### src/rtl/glt_pkg.sv
// ----------------------------------------------------------------------------
// glt_pkg
// Types, codes and keyword tables shared by the gate library tokenizer.
// ----------------------------------------------------------------------------
package glt_pkg;

    localparam int KIND_W  = 5;
    localparam int CHAR_W  = 8;
    localparam int STATE_W = 4;
    localparam int KW_N    = 7;
    localparam int LEN_W   = 3;

    // token kinds
    localparam logic [KIND_W-1:0] K_CHAR  = 5'd0;
    localparam logic [KIND_W-1:0] K_STR   = 5'd1;
    localparam logic [KIND_W-1:0] K_NUM   = 5'd2;
    localparam logic [KIND_W-1:0] K_KW0   = 5'd3;
    localparam logic [KIND_W-1:0] K_SEMI  = 5'd10;
    localparam logic [KIND_W-1:0] K_EQ    = 5'd11;
    localparam logic [KIND_W-1:0] K_LP    = 5'd12;
    localparam logic [KIND_W-1:0] K_RP    = 5'd13;
    localparam logic [KIND_W-1:0] K_NOT   = 5'd14;
    localparam logic [KIND_W-1:0] K_STAR  = 5'd15;
    localparam logic [KIND_W-1:0] K_PLUS  = 5'd16;
    localparam logic [KIND_W-1:0] K_HAT   = 5'd17;
    localparam logic [KIND_W-1:0] K_ERROR = 5'd18;
    localparam logic [KIND_W-1:0] K_EOF   = 5'd19;

    // lexer states
    localparam logic [STATE_W-1:0] S_START = 4'd0;
    localparam logic [STATE_W-1:0] S_IDENT = 4'd1;
    localparam logic [STATE_W-1:0] S_INT   = 4'd2;
    localparam logic [STATE_W-1:0] S_DOT   = 4'd3;
    localparam logic [STATE_W-1:0] S_FRAC  = 4'd4;
    localparam logic [STATE_W-1:0] S_EXP   = 4'd5;
    localparam logic [STATE_W-1:0] S_EXPD  = 4'd6;
    localparam logic [STATE_W-1:0] S_CMT   = 4'd7;
    localparam logic [STATE_W-1:0] S_QSTR  = 4'd8;

    localparam logic [CHAR_W-1:0] KW_TEXT [KW_N][8] = '{
        '{"G", "A", "T", "E", 8'h00, 8'h00, 8'h00, 8'h00},
        '{"P", "I", "N", 8'h00, 8'h00, 8'h00, 8'h00, 8'h00},
        '{"N", "O", "N", "I", "N", "V", 8'h00, 8'h00},
        '{"I", "N", "V", 8'h00, 8'h00, 8'h00, 8'h00, 8'h00},
        '{"U", "N", "K", "N", "O", "W", "N", 8'h00},
        '{"C", "O", "N", "S", "T", "0", 8'h00, 8'h00},
        '{"C", "O", "N", "S", "T", "1", 8'h00, 8'h00}
    };

    localparam logic [LEN_W-1:0] KW_LEN [KW_N] = '{
        3'd4, 3'd3, 3'd6, 3'd3, 3'd7, 3'd6, 3'd6
    };

    typedef struct packed {
        logic              valid;
        logic [KIND_W-1:0] kind;
        logic [CHAR_W-1:0] chr;
        logic              last;
    } tok_t;

    function automatic logic is_alpha(input logic [CHAR_W-1:0] c);
        return (c >= "A" && c <= "Z") || (c >= "a" && c <= "z");
    endfunction

    function automatic logic is_digit(input logic [CHAR_W-1:0] c);
        return c >= "0" && c <= "9";
    endfunction

endpackage

### src/rtl/glt_step.sv
// ----------------------------------------------------------------------------
// glt_step
// Next-state and result logic of the lexer for one input word; a word that
// ends an identifier or a number also restarts from the start state, giving up to two results.
// ----------------------------------------------------------------------------
module glt_step #(
    parameter int COLUMN_BITS = 16
) (
    input  logic [glt_pkg::STATE_W-1:0] state,
    input  logic [glt_pkg::KW_N-1:0]    alive,
    input  logic [glt_pkg::LEN_W-1:0]   len,
    input  logic [COLUMN_BITS-1:0]      start_col,
    input  logic [COLUMN_BITS-1:0]      end_col,
    input  logic [glt_pkg::CHAR_W-1:0]  ch,
    input  logic [COLUMN_BITS-1:0]      column,
    input  logic                        end_of_input,
    output logic [glt_pkg::STATE_W-1:0] nxt_state,
    output logic [glt_pkg::KW_N-1:0]    nxt_alive,
    output logic [glt_pkg::LEN_W-1:0]   nxt_len,
    output logic [COLUMN_BITS-1:0]      nxt_start,
    output logic [COLUMN_BITS-1:0]      nxt_end,
    output glt_pkg::tok_t               r0,
    output logic [COLUMN_BITS-1:0]      r0_first,
    output logic [COLUMN_BITS-1:0]      r0_last,
    output glt_pkg::tok_t               r1,
    output logic [COLUMN_BITS-1:0]      r1_first,
    output logic [COLUMN_BITS-1:0]      r1_last
);
    import glt_pkg::*;

    logic                dig;
    logic                alpha;
    logic                is_e;
    logic [STATE_W-1:0]  st_state;
    tok_t                st_tok;
    logic                st_ident;
    logic [KW_N-1:0]     st_alive;
    logic [KW_N-1:0]     upd_alive;
    logic [KIND_W-1:0]   id_kind;
    logic                again;
    logic                use_start;
    tok_t                chr_tok;
    tok_t                r0_raw;
    tok_t                r1_raw;

    assign dig     = !end_of_input && is_digit(ch);
    assign alpha   = !end_of_input && (is_alpha(ch) || ch == "_");
    assign is_e    = !end_of_input && (ch == "E" || ch == "e");
    assign chr_tok = '{1'b1, K_CHAR, ch, 1'b0};

    always_comb
    begin
        for (int k = 0; k < KW_N; k++)
        begin
            st_alive[k]  = (KW_TEXT[k][0] == ch);
            upd_alive[k] = alive[k] && (len < KW_LEN[k]) && (KW_TEXT[k][len] == ch);
        end
        id_kind = K_STR;
        for (int k = KW_N - 1; k >= 0; k--)
        begin
            if (alive[k] && KW_LEN[k] == len)
                id_kind = KIND_W'(int'(K_KW0) + k);
        end
    end

    // start-state handling of the current character
    always_comb
    begin
        st_state = S_START;
        st_tok   = '0;
        st_ident = 1'b0;
        if (end_of_input)
            st_tok = '{1'b1, K_EOF, 8'h00, 1'b0};
        else if (alpha)
        begin
            st_state = S_IDENT;
            st_ident = 1'b1;
            st_tok   = chr_tok;
        end
        else if (is_digit(ch) || ch == "-")
        begin
            st_state = S_INT;
            st_tok   = chr_tok;
        end
        else
        begin
            case (ch)
                " ", "\t", "\n": ;
                ".":
                begin
                    st_state = S_DOT;
                    st_tok   = chr_tok;
                end
                ";":      st_tok = '{1'b1, K_SEMI, 8'h00, 1'b0};
                "=":      st_tok = '{1'b1, K_EQ, 8'h00, 1'b0};
                "(":      st_tok = '{1'b1, K_LP, 8'h00, 1'b0};
                ")":      st_tok = '{1'b1, K_RP, 8'h00, 1'b0};
                "!":      st_tok = '{1'b1, K_NOT, 8'h00, 1'b0};
                "*", "&": st_tok = '{1'b1, K_STAR, 8'h00, 1'b0};
                "+", "|": st_tok = '{1'b1, K_PLUS, 8'h00, 1'b0};
                "^":      st_tok = '{1'b1, K_HAT, 8'h00, 1'b0};
                "#":      st_state = S_CMT;
                "\"":     st_state = S_QSTR;
                default:  st_tok = '{1'b1, K_ERROR, 8'h00, 1'b0};
            endcase
        end
    end

    always_comb
    begin
        nxt_state = state;
        nxt_alive = alive;
        nxt_len   = len;
        nxt_start = start_col;
        nxt_end   = end_col;
        r0_raw    = '0;
        r0_first  = start_col;
        r0_last   = end_col;
        r1_raw    = '0;
        r1_first  = column;
        r1_last   = column;
        again     = 1'b0;
        use_start = 1'b0;

        unique case (state)
            S_START: use_start = 1'b1;
            S_IDENT:
            begin
                if (alpha || dig)
                begin
                    r0_raw    = chr_tok;
                    r0_last   = column;
                    nxt_end   = column;
                    nxt_alive = upd_alive;
                    nxt_len   = (len == {LEN_W{1'b1}}) ? len : len + 1'b1;
                end
                else
                begin
                    r0_raw = '{1'b1, id_kind, 8'h00, 1'b0};
                    again  = 1'b1;
                end
            end
            S_INT, S_FRAC:
            begin
                if (dig || is_e || (state == S_INT && !end_of_input && ch == "."))
                begin
                    r0_raw  = chr_tok;
                    r0_last = column;
                    nxt_end = column;
                    if (is_e)
                        nxt_state = S_EXP;
                    else if (!dig)
                        nxt_state = S_FRAC;
                end
                else
                begin
                    r0_raw = '{1'b1, K_NUM, 8'h00, 1'b0};
                    again  = 1'b1;
                end
            end
            S_DOT:
            begin
                if (dig)
                begin
                    r0_raw    = chr_tok;
                    r0_last   = column;
                    nxt_end   = column;
                    nxt_state = S_FRAC;
                end
                else
                begin
                    r0_raw    = '{1'b1, K_ERROR, 8'h00, 1'b0};
                    nxt_state = S_START;
                end
            end
            S_EXP, S_EXPD:
            begin
                if (dig || (state == S_EXP && !end_of_input && ch == "-"))
                begin
                    r0_raw    = chr_tok;
                    r0_last   = column;
                    nxt_end   = column;
                    nxt_state = S_EXPD;
                end
                else
                begin
                    r0_raw = '{1'b1, K_NUM, 8'h00, 1'b0};
                    again  = 1'b1;
                end
            end
            S_CMT, S_QSTR:
            begin
                if (end_of_input)
                begin
                    r0_raw    = '{1'b1, K_EOF, 8'h00, 1'b0};
                    r0_first  = column;
                    r0_last   = column;
                    nxt_start = column;
                    nxt_end   = column;
                    nxt_state = S_START;
                end
                else if (state == S_CMT)
                begin
                    if (ch == "\n")
                        nxt_state = S_START;
                end
                else if (ch == "\"")
                begin
                    r0_raw    = '{1'b1, K_STR, 8'h00, 1'b0};
                    nxt_state = S_START;
                end
                else
                begin
                    r0_raw  = chr_tok;
                    r0_last = column;
                    nxt_end = column;
                end
            end
            default: use_start = 1'b1;
        endcase

        if (use_start || again)
        begin
            nxt_state = st_state;
            nxt_start = column;
            nxt_end   = column;
            if (st_ident)
            begin
                nxt_alive = st_alive;
                nxt_len   = LEN_W'(1);
            end
            if (again)
                r1_raw = st_tok;
            else
            begin
                r0_raw   = st_tok;
                r0_first = column;
                r0_last  = column;
            end
        end
    end

    always_comb
    begin
        r0      = r0_raw;
        r1      = r1_raw;
        r1.last = r1_raw.valid;
        r0.last = r0_raw.valid && !r1_raw.valid;
    end

endmodule

### src/rtl/gate_library_tokenizer.sv
// ----------------------------------------------------------------------------
// gate_library_tokenizer
// Character-serial lexer for a gate cell library text format.
// ----------------------------------------------------------------------------
// A word's results are written into a 4-entry queue and offered from there.
// One word is taken per cycle unless the input stalls; a word with two
// results passes them one at a time to the single-result output port.
// Input stalls while the queue holds more than two results.
// Reset puts the lexer in its start state and empties the queue.
module gate_library_tokenizer #(
    parameter int COLUMN_BITS = 16
) (
    input  logic                       clk,
    input  logic                       rst_n,
    input  logic                       in_valid,
    output logic                       in_stall,
    input  logic [glt_pkg::CHAR_W-1:0] ch,
    input  logic [COLUMN_BITS-1:0]     column,
    input  logic                       end_of_input,
    output logic                       out_valid,
    input  logic                       out_stall,
    output logic [glt_pkg::KIND_W-1:0] kind,
    output logic [glt_pkg::CHAR_W-1:0] lexeme_char,
    output logic [COLUMN_BITS-1:0]     first_col,
    output logic [COLUMN_BITS-1:0]     last_col,
    output logic                       last
);
    import glt_pkg::*;

    localparam int DEPTH = 4;
    localparam int PTR_W = $clog2(DEPTH);
    localparam int CNT_W = $clog2(DEPTH + 1);

    logic [STATE_W-1:0]     state_reg;
    logic [KW_N-1:0]        alive_reg;
    logic [LEN_W-1:0]       len_reg;
    logic [COLUMN_BITS-1:0] start_col_reg;
    logic [COLUMN_BITS-1:0] end_col_reg;

    logic [STATE_W-1:0]     state_next;
    logic [KW_N-1:0]        alive_next;
    logic [LEN_W-1:0]       len_next;
    logic [COLUMN_BITS-1:0] start_col_next;
    logic [COLUMN_BITS-1:0] end_col_next;

    tok_t                   r0;
    tok_t                   r1;
    logic [COLUMN_BITS-1:0] r0_first;
    logic [COLUMN_BITS-1:0] r0_last;
    logic [COLUMN_BITS-1:0] r1_first;
    logic [COLUMN_BITS-1:0] r1_last;

    tok_t                   tok_reg   [DEPTH];
    logic [COLUMN_BITS-1:0] first_reg [DEPTH];
    logic [COLUMN_BITS-1:0] lastc_reg [DEPTH];
    logic [PTR_W-1:0]       wr_ptr_reg;
    logic [PTR_W-1:0]       rd_ptr_reg;
    logic [CNT_W-1:0]       count_reg;
    logic [CNT_W-1:0]       count_next;

    logic                   accept;
    logic                   pop;
    logic [CNT_W-1:0]       push_n;
    logic [PTR_W-1:0]       wr_ptr_1;

    glt_step #(
        .COLUMN_BITS (COLUMN_BITS)
    ) u_step (
        .state        (state_reg),
        .alive        (alive_reg),
        .len          (len_reg),
        .start_col    (start_col_reg),
        .end_col      (end_col_reg),
        .ch           (ch),
        .column       (column),
        .end_of_input (end_of_input),
        .nxt_state    (state_next),
        .nxt_alive    (alive_next),
        .nxt_len      (len_next),
        .nxt_start    (start_col_next),
        .nxt_end      (end_col_next),
        .r0           (r0),
        .r0_first     (r0_first),
        .r0_last      (r0_last),
        .r1           (r1),
        .r1_first     (r1_first),
        .r1_last      (r1_last)
    );

    assign in_stall = count_reg > CNT_W'(DEPTH - 2);
    assign accept   = in_valid && !in_stall;
    assign out_valid = count_reg != '0;
    assign pop      = out_valid && !out_stall;
    assign push_n   = accept ? (CNT_W'(r0.valid) + CNT_W'(r1.valid)) : '0;
    assign wr_ptr_1 = wr_ptr_reg + 1'b1;
    assign count_next = count_reg + push_n - CNT_W'(pop);

    assign kind        = tok_reg[rd_ptr_reg].kind;
    assign lexeme_char = tok_reg[rd_ptr_reg].chr;
    assign last        = tok_reg[rd_ptr_reg].last;
    assign first_col   = first_reg[rd_ptr_reg];
    assign last_col    = lastc_reg[rd_ptr_reg];

    always_ff @(posedge clk or negedge rst_n)
    begin
        if (!rst_n)
        begin
            state_reg     <= S_START;
            alive_reg     <= '1;
            len_reg       <= '0;
            start_col_reg <= '0;
            end_col_reg   <= '0;
            wr_ptr_reg    <= '0;
            rd_ptr_reg    <= '0;
            count_reg     <= '0;
        end
        else
        begin
            if (accept)
            begin
                state_reg     <= state_next;
                alive_reg     <= alive_next;
                len_reg       <= len_next;
                start_col_reg <= start_col_next;
                end_col_reg   <= end_col_next;
                wr_ptr_reg    <= wr_ptr_reg + PTR_W'(push_n);
            end
            if (pop)
                rd_ptr_reg <= rd_ptr_reg + 1'b1;
            count_reg <= count_next;
        end
    end

    always_ff @(posedge clk)
    begin
        if (accept && r0.valid)
        begin
            tok_reg[wr_ptr_reg]   <= r0;
            first_reg[wr_ptr_reg] <= r0_first;
            lastc_reg[wr_ptr_reg] <= r0_last;
        end
        if (accept && r1.valid)
        begin
            tok_reg[wr_ptr_1]   <= r1;
            first_reg[wr_ptr_1] <= r1_first;
            lastc_reg[wr_ptr_1] <= r1_last;
        end
    end

endmodule
### config.mk
export PLATFORM = sky130hd
export DESIGN_NAME = gate_library_tokenizer
export DESIGN_NICKNAME = d
export VERILOG_FILES = /design/src/rtl/glt_pkg.sv /design/src/rtl/glt_step.sv /design/src/rtl/gate_library_tokenizer.sv
export SDC_FILE = /design/constraint.sdc
export NUM_CORES = 1
export LEC_CHECK = 0
export ABC_AREA = 1
export BUFFER_PORTS_ARGS = -buffer_cell sky130_fd_sc_hd__buf_2
export CAP_MARGIN = 10
export CORE_ASPECT_RATIO = 1.75
export CORE_MARGIN = 8
export CORE_UTILIZATION = 42
export CTS_CLUSTER_DIAMETER = 120
export DETAILED_ROUTE_END_ITERATION = 16
export GPL_TIMING_DRIVEN = 0
export PLACE_DENSITY = 0.59
export SETUP_SLACK_MARGIN = 0.1
export SYNTH_ARGS = -nofsm -noshare
export SYNTH_HDL_FRONTEND = slang
export SYNTH_SLANG_ARGS = --single-unit
### constraint.sdc
create_clock -name clk -period 4.6 [get_ports clk]
set_clock_uncertainty 0.2 [all_clocks]
set_input_delay 0.46 -clock clk [delete_from_list [all_inputs] [get_ports clk]]
set_output_delay 0.46 -clock clk [all_outputs]
set_load 0.02 [all_outputs]
### Word level (Yosys, flattened, before mapping)

Memory sizes are Yosys's and may differ from the RTL's.
Cells that the tools add are included.

* register bits: 53
* RAM bits: 188
* bits in read-only memories: 448
* bits of input ports: 29
* output and inout bits: 48
* memories kept: 10

Memories
* (name not given): depth 8, width 8, rd ports 1, clocked after memory_dff 0, write ports 0, line glt_step.sv:56 `upd_alive[k] = alive[k] && (len < KW_LEN[k]) && (KW_TEXT[k][len] == ch);`
* (name not given): depth 8, width 8, rd ports 1, clocked after memory_dff 0, write ports 0, line glt_step.sv:56
* (name not given): depth 8, width 8, rd ports 1, clocked after memory_dff 0, write ports 0, line glt_step.sv:56
* (name not given): depth 8, width 8, rd ports 1, clocked after memory_dff 0, write ports 0, line glt_step.sv:56
* (name not given): depth 8, width 8, rd ports 1, clocked after memory_dff 0, write ports 0, line glt_step.sv:56
* (name not given): depth 8, width 8, rd ports 1, clocked after memory_dff 0, write ports 0, line glt_step.sv:56
* +4 memories

* $add $sub $neg: 7
* order comparisons: 12
* equal/unequal tests: 51
* multiplexer cells: 89
* bitwise logic cells: 1
* reductions and logical operators: 59

Operators by type and width (count)
* $mux W16: 15
* $pmux W15 S10: 1
* $mux W15: 9
* $mux W8: 14
* $eq A8 B6 Y1 const B: 13
* $pmux W16 S5: 1
* $mux W4: 19
* $pmux W15 S5: 1
* $eq A8 B8 Y1: 7
* $eq A7 B8 Y1 const A: 6
* $eq A8 B7 Y1 const B: 5
* $logic_and A1 B1 Y1: 36
* $mux W14: 2
* $mux W7: 4
* $mux W11: 2
* $mux W3: 6
* $eq A4 B3 Y1 const B: 4
* $eq A8 B4 Y1 const B: 2
* $ge A8 B7 Y1 const B: 2
* $le A8 B7 Y1 const B: 2
* $pmux W4 S4: 1
* $pmux W4 S3: 1
* $mux W1: 10
* $mux W10: 1
* other kinds (33): 55

### Depth between registers and ports, before layout

Gate-level depths: netlist of run 1.

* word-level depth: 17
* gate-level depth with buffers: 20
* depth with buffers taken out: 19

### Cells and area by module

From an unflattened synthesis of run 1, not the netlist that was laid out.

* cells, all modules: 2219
* area, all modules: 15889.0 um2

Modules (own cells, without submodules)
* gate_library_tokenizer: instances 1, cells an instance 1309, area each 11527.3 um2
* glt_step: instances 1, cells an instance 910, area each 4361.7 um2

### Worst setup path before layout of run 1

Ideal clock, no wire load.

* path type: reg2reg
* start: register state_reg[0]
* end: memory first_reg[0][0], enable pin
* arrival time: 3642 ps
* slack: 303 ps
* cell stages (with the launch flop): 9
* buffers on the path: 1
* path through: dfrtp_1 nor2_1 nand3_1 nand2_1 buf_2 o22ai_1 inv_1 nand2_1 o21ai_1

RTL lines
* from (decl): line gate_library_tokenizer.sv:34 `logic [STATE_W-1:0] state_reg;`
* from (signal assigned): line gate_library_tokenizer.sv:121 `state_reg <= state_next;`
* to (decl): line gate_library_tokenizer.sv:54 `logic [COLUMN_BITS-1:0] first_reg [DEPTH];`

### Worst setup path after layout of run 1

* start: register state_reg[0]
* end: register count_reg[2]

* word-level cells in the longest chain between the ends: 12
* elaborated cells between the ends (all ways): 34
* classes of those cells: add/sub (3); eq/ne (8); mux (12); reduce/logical (11)

RTL lines
* $eq A4 B3 Y1 / $eq A4 B2 Y1 (equally long branches): line glt_step.sv:125, glt_step.sv:178, glt_step.sv:145
* $logic_and A1 B1 Y1, on equally long branches (2 in a row): line glt_step.sv:178, glt_step.sv:145
* $logic_or A1 B1 Y1, on equally long branches: line glt_step.sv:178, glt_step.sv:145
* $mux W1, on equally long branches: line glt_step.sv:178, glt_step.sv:145
* $pmux W1 S3: line glt_step.sv:125 `unique case (state)`
* $mux W15 / $logic_or A1 B1 Y1 (equally long branches): line glt_step.sv:232, glt_step.sv:222
* $mux W15: line glt_step.sv:222 `if (use_start || again)`
* $add A1 B1 Y2 (*): line gate_library_tokenizer.sv:94 `assign push_n = accept ? (CNT_W'(r0.valid) + CNT_W'(r1.valid)) : '0;`
* $mux W2 (*): line gate_library_tokenizer.sv:94
* $add A3 B2 Y3 (*): line gate_library_tokenizer.sv:96 `assign count_next = count_reg + push_n - CNT_W'(pop);`
* $sub A3 B1 Y3 (*): line gate_library_tokenizer.sv:96
* named net count_next[2]: line gate_library_tokenizer.sv:59 `logic [CNT_W-1:0] count_next;`
* to (signal assigned): line gate_library_tokenizer.sv:130 `count_reg <= count_next;`
* to (decl): line gate_library_tokenizer.sv:58 `logic [CNT_W-1:0] count_reg;`

Mark *: on every way through the listed nets, which the timed path passes. The rest lies on a longest branch.
A chain may end at the register's enable or synchronous reset.

==> results of run 1 <==
[worst max-delay path: cells and delay by family, from the launching register on]
kind	cells	cell delay [ns]
AND/OR/NAND/NOR	4	1.33
adder cells (fa/ha/maj)	4	1.09
buffers and inverters	4	0.62
flip-flops	1	0.41
AO/OA/AOI/OAI	1	0.14
XOR/XNOR	1	0.14
[report_power, final]
part	total, uW	leakage (uW)	switching (uW)	internal (uW)
registers	3300	0.00227	253	3050
logic	5130	0.00395	3640	1490
clock network	2220	0.000428	894	1330
[cell usage in the layout, fill, tap and decap left out, drive strengths merged, types with 7 or more instances in the layout]
cell type,count
o22ai,51
dfstp,7
dfrtp,46
o211ai,11
clkbuf,80
buf,132
clkinv,10
o21bai,8
o21ai,288
nand4,29
a21oi,70
xor2,15
nand2,517
ha,12
nor4,9
nand3,103
nor2,191
nor3,15
inv,100
edfxtp,184
[metal layers]
layer,track usage (%),part of all wire [%],vias up
li1,-,-,6324
met1,27.8,36,6454
met2,48.8,53,596
met3,3.15,5.8,156
met4,15.2,5.6,0
met5,0,0,-
[cell families (layout without fill, tap and decap cells)]
kind of cell / Yosys count / after routing / share of synthesized area [%]
AND/OR/NAND/NOR: 866 / 866 / 25.9
AO/OA/AOI/OAI: 440 / 440 / 16.8
flip-flops: 237 / 237 / 48.6
buffers and inverters: 205 / 330 / 6.43
XOR/XNOR: 18 / 18 / 1.12
adder cells (fa/ha/maj): 13 / 13 / 1.20
[cell type report]
class                   count  area (um2)
multi-input cells        1337        6400
inverters                 101         392
flip-flops and latches    237        6860
repair buffers             81         553
clock inverters            16         259
clock buffers              28         626
plain buffers             104         517
well taps                 409         512
fillers                  3333       17300
[how the worst min path moves through the flow]
stage / from / end / cells past startpoint
floorplan: rst_n / count_reg[0] / 0
finish: column[10] / start_col_reg[10] / 3
CTS: column[10] / start_col_reg[10] / 3
global route: column[11] / start_col_reg[11] / 3
global placement: alive_reg[0] / alive_reg[0] / 2
detailed placement: rst_n / end_col_reg[10] / 1
[stage by stage]
stage	hold WS, ns	worst slack [ns]	power [uW]
floorplan	-0.0356	0.303	6550
global placement	0.273	-2.11	8300
detailed placement	0.257	0.426	8440
CTS	0.0863	0.585	10600
global route	0.116	0.308	11300
finish	0.103	0.568	10700
==> flow_metrics.tcl, run 1 <==
set metrics [dict create \
    status "complete, no violations" \
    crit_start "state_reg[0]" \
    synth_top_area_share_pct 39.1 \
    post-route-drc-count 0 \
    criticalPathCategory "reg2reg" \
    row_count 89 \
    drive_gt1_share_pct 12.1 \
    grt_antenna_before_repair 0 \
    first_pass_iters 5 \
    drt_iter0_markers 1128 \
    port_buffers 72 \
    yosysMostFrequentCell "nand2_1" \
    area_growth_pct 14.1 \
    final-hold-violation-count 0 \
    cp.required_ns 4.82 \
    path_cells "nor2_1 -> nand3_1 -> nand2_1 -> buf_2 -> o22ai_1 -> inv_1 -> ha_1 -> nor2_1 -> inv_1 -> ha_1 -> inv_1 -> ha_1 -> fa_1 -> xnor2_1" \
    root_buffer "clkbuf_16" \
    r2r_slack_ns 0.57 \
    syn_area_um2 14100 \
    worstMarginPinSlew_ns 0.903 \
    synth_nets 1821 \
    final_area_um2 16100 \
    hp-class "in2reg" \
    period_needed_ns 4.03 \
    finalSetupViolCount 0 \
    utilization_pct 48.2 \
    antenna_cells 0 \
    clkTransAtPathRegs_ns 0.07 \
    synth_ff_type "edfxtp_1" \
    postSynthCellCount 1779 \
    synthTopCellsByCount "nand2_1, edfxtp_1, nor2_1, o21ai_0, o21ai_1" \
    grt_use_total_pct 26.2 \
    power.density_nw_per_um2 661 \
    synth_cell_types 44 \
    cts.sinks 237 \
    period_share_pct 87.7 \
    grt_pass1_wl_mm 79.5 \
    num_io_pins 77 \
    cts_tree "done" \
    yosysSeqAreaShare_pct 48.6 \
    yosys.area.top_type "edfxtp_1" \
    htree_levels 1 \
    overflow 0 \
    placed_cells 2268 \
    viasPerCell 5.85 \
    place_congestion 0.923 \
    start_util_pct 42.3 \
    vias 13500 \
    worstSetupStartpointType "register" \
    final_antenna_net_count 0 \
    hpwl_mm 40.4 \
    power.ir.vdd_worst_mv 0.311 \
    crit_fanout 10 \
    cts_inserted_buffers 24 \
    r2r_end "count_reg[2]" \
    avgRoutedWirePerCell_um 23.0 \
    postCtsHoldBufs 1 \
    grt_max_degree 35 \
    drv_cap 0 \
    rsz0062_at_grt "false" \
    cp_slowest_cell "dfrtp_1" \
    fmax_mhz 248 \
    die_h_um 259 \
    core_area_um2 33400 \
    clock_latency_ns 0.54 \
    relSlewSlack_pct 39.6 \
    max-clock-path-buffers 3 \
    final_cells 2313 \
    post_cts.repair.setup_buffers 0 \
    p_leak_uw 0.00665 \
    endpoint_kind "register" \
    die_x_um 155 \
    cts_resized 0 \
    place_area_um2 15200 \
    rr_worst_depth 14 \
    avgSynthCellArea_um2 7.94 \
    synth_edf_count 184 \
    crit_end "count_reg[2]" \
    timing.setup.tns_ns 0 \
    synth_seq_cells 237 \
    async_reset_ff_share_pct 22.4 \
    ys_warn_count 0 \
    finalMaxSlewViolations 0 \
    drt-total-wl_mm 53.1 \
    netlist_top_cells_area "edfxtp_1, nand2_1, dfrtp_1, o21ai_0, nor2_1" \
    worstPathArrival_ns 4.26 \
    crit_path_max_incr_delay_ns 0.41 \
    reg2reg_from "state_reg[0]" \
    grt_pass1_vias 13500 \
    die-area_um2 40000 \
    nets 1928 \
]
(Power assumes the default switching activity.)
==> run 2, diff against run 1 <==
--- a/config.mk
+++ b/config.mk
@@ -10,5 +10,4 @@
 export CAP_MARGIN = 10
 export CORE_ASPECT_RATIO = 1.75
-export CORE_MARGIN = 8
 export CORE_UTILIZATION = 42
 export CTS_CLUSTER_DIAMETER = 120
==> constraint.sdc (replaced) <==
create_clock -name clk -period 4.6 [get_ports clk]
set_clock_uncertainty 0.2 [all_clocks]
set_input_delay 0.92 -clock clk [delete_from_list [all_inputs] [get_ports clk]]
set_output_delay 0.92 -clock clk [all_outputs]
set_load 0.02 [all_outputs]
==> flow_metrics.tcl, run 2 (synthesis results as in run 1) <==
set metrics [dict create \
    status "complete, no violations" \
    hp-class "in2async" \
    die_h_um 245 \
    power.density_nw_per_um2 650 \
    grt_use_total_pct 30.5 \
    path_cells "clkbuf_1 -> inv_1 -> clkbuf_1 -> clkbuf_1 -> o21ai_0 -> o22ai_1 -> buf_2" \
    endpoint_kind "output port" \
    finalMaxSlewViolations 0 \
    crit_fanout 10 \
    htree_levels 1 \
    worstSetupStartpointType "register" \
    row_count 88 \
    post_cts.repair.setup_buffers 0 \
    crit_path_frequent_cell "clkbuf_1" \
    path_buf_inv 5 \
    r2r_slack_ns 0.53 \
    cts.sinks 237 \
    post-route-drc-count 0 \
    die-area_um2 34400 \
    power_uw 10400 \
    placed_cells 2264 \
    rsz0062_at_grt "false" \
    core_area_um2 33000 \
    drt_iter0_markers 1235 \
    vias 13300 \
    drive_gt1_share_pct 12.1 \
    worstMarginPinSlew_ns 0.992 \
    p_switching_uw 4750 \
    nets 1927 \
    p_seq_share_pct 31.8 \
    avgRoutedWirePerCell_um 22.4 \
    final-hold-violation-count 0 \
    finalSetupViolCount 0 \
    grt_pass1_wl_mm 78.2 \
    antenna_cells 0 \
    postCtsHoldBufs 0 \
    pre_cts_slack_ns -0.0235 \
    num_io_pins 77 \
    power.ir.vdd_worst_mv 0.294 \
    relSlewSlack_pct 33.6 \
    critical-path-top-delay-family "buffers and inverters" \
    final_cells 2308 \
    cp.required_ns 3.48 \
    cts_resized 0 \
    final_antenna_net_count 0 \
    fin_hold_ws_ns 0.142 \
    grt_max_degree 35 \
    hpwl_mm 39.1 \
    drv_cap 0 \
    die_x_um 141 \
    overflow 0 \
    crit_path_max_incr_delay_ns 0.65 \
    period_needed_ns 4.25 \
    crit_end "first_col[2]" \
    p_leak_uw 0.00662 \
    final_common_cell "nand2_1" \
    clock_latency_ns 0.55 \
    rr_worst_depth 14 \
    internal_power_uw 5670 \
    drt-total-wl_mm 51.7 \
    period_share_pct 92.3 \
    clkTransAtPathRegs_ns 0.07 \
    crit_cells 7 \
    combPwrFrac_pct 48.7 \
    fin_ws_ns 0.354 \
    crit_start "rd_ptr_reg[0]" \
    r2r_end "count_reg[2]" \
    cts_inserted_buffers 24 \
    final_cell_mix "nand2_1, edfxtp_1, nor2_1" \
    criticalPathCategory "reg2out" \
    start_util_pct 42.8 \
    worstPathArrival_ns 3.13 \
    grt_antenna_before_repair 0 \
    cts_tree "done" \
    max-clock-path-buffers 3 \
    reg2reg_from "state_reg[0]" \
    swShare_pct 45.6 \
    pwr-share-clk_pct 19.5 \
    viasPerCell 5.78 \
    root_buffer "clkbuf_16" \
    port_buffers 72 \
    grt_pass1_vias 13100 \
    place_congestion 0.923 \
    cp_slowest_cell "clkbuf_1" \
    area_growth_pct 13.5 \
    first_pass_iters 6 \
    fmax_mhz 236 \
]
run 2: through the flow:
| step | cell area, um2 | setup TNS (ns) | util (%) |
|---|---|---|---|
| 4_1_cts | 16000 | 0 | 48.5 |
| 3_5_place_dp | 15200 | -0.0235 | 46.1 |
| 6_report | 16000 | 0 | 48.5 |
| 2_1_floorplan | 14100 | -11.78 | - |
| 3_3_place_gp | 15000 | -444.40 | 45.4 |
| 5_1_grt | 16000 | 0 | 48.5 |
run 2: how the worst min path moves through the flow:
| stage | start | endpoint | slack, ns | cells after the start |
|---|---|---|---|---|
| 4_1_cts | rst_n | end_col_reg[8] | 0.15 | 1 |
| 6_report | rst_n | start_col_reg[7] | 0.14 | 1 |
| 3_5_place_dp | alive_reg[1] | alive_reg[1] | 0.28 | 2 |
| 3_3_place_gp | alive_reg[1] | alive_reg[1] | 0.28 | 2 |
| 5_1_grt | rst_n | end_col_reg[11] | 0.17 | 1 |
| 2_1_floorplan | alive_reg[2] | alive_reg[2] | 0.25 | 2 |
run 2: per-layer routing:
metal  GRT usage (%)  vias up  part of all wire (%)
met5               0        -                     0
met4            15.7        0                   5.1
met3            3.25      152                   5.9
met2            57.0      556                    53
met1            33.8     6312                    36
li1                -     6320                     -
run 2: area by class of cell:
| class | count | area [um2] |
|---|---|---|
| clock buffers | 29 | 649 |
| flip-flops and latches | 237 | 6860 |
| plain buffers | 104 | 517 |
| multi-input cells | 1337 | 6400 |
| clock inverters | 15 | 149 |
| repair buffers | 80 | 558 |
| fillers | 3259 | 17000 |
| inverters | 101 | 392 |
| well taps | 405 | 507 |
run 2: power groups by stage:
| stage | clock network, uW | registers, uW | logic (uW) |
|---|---|---|---|
| 6_report | 2030 | 3310 | 5070 |
| 4_1_cts | 2040 | 3300 | 5060 |
| 2_1_floorplan | 0 | 3280 | 3270 |
| 3_5_place_dp | 0 | 3350 | 5040 |
| 5_1_grt | 2120 | 3350 | 5530 |
| 3_3_place_gp | 0 | 3370 | 4890 |
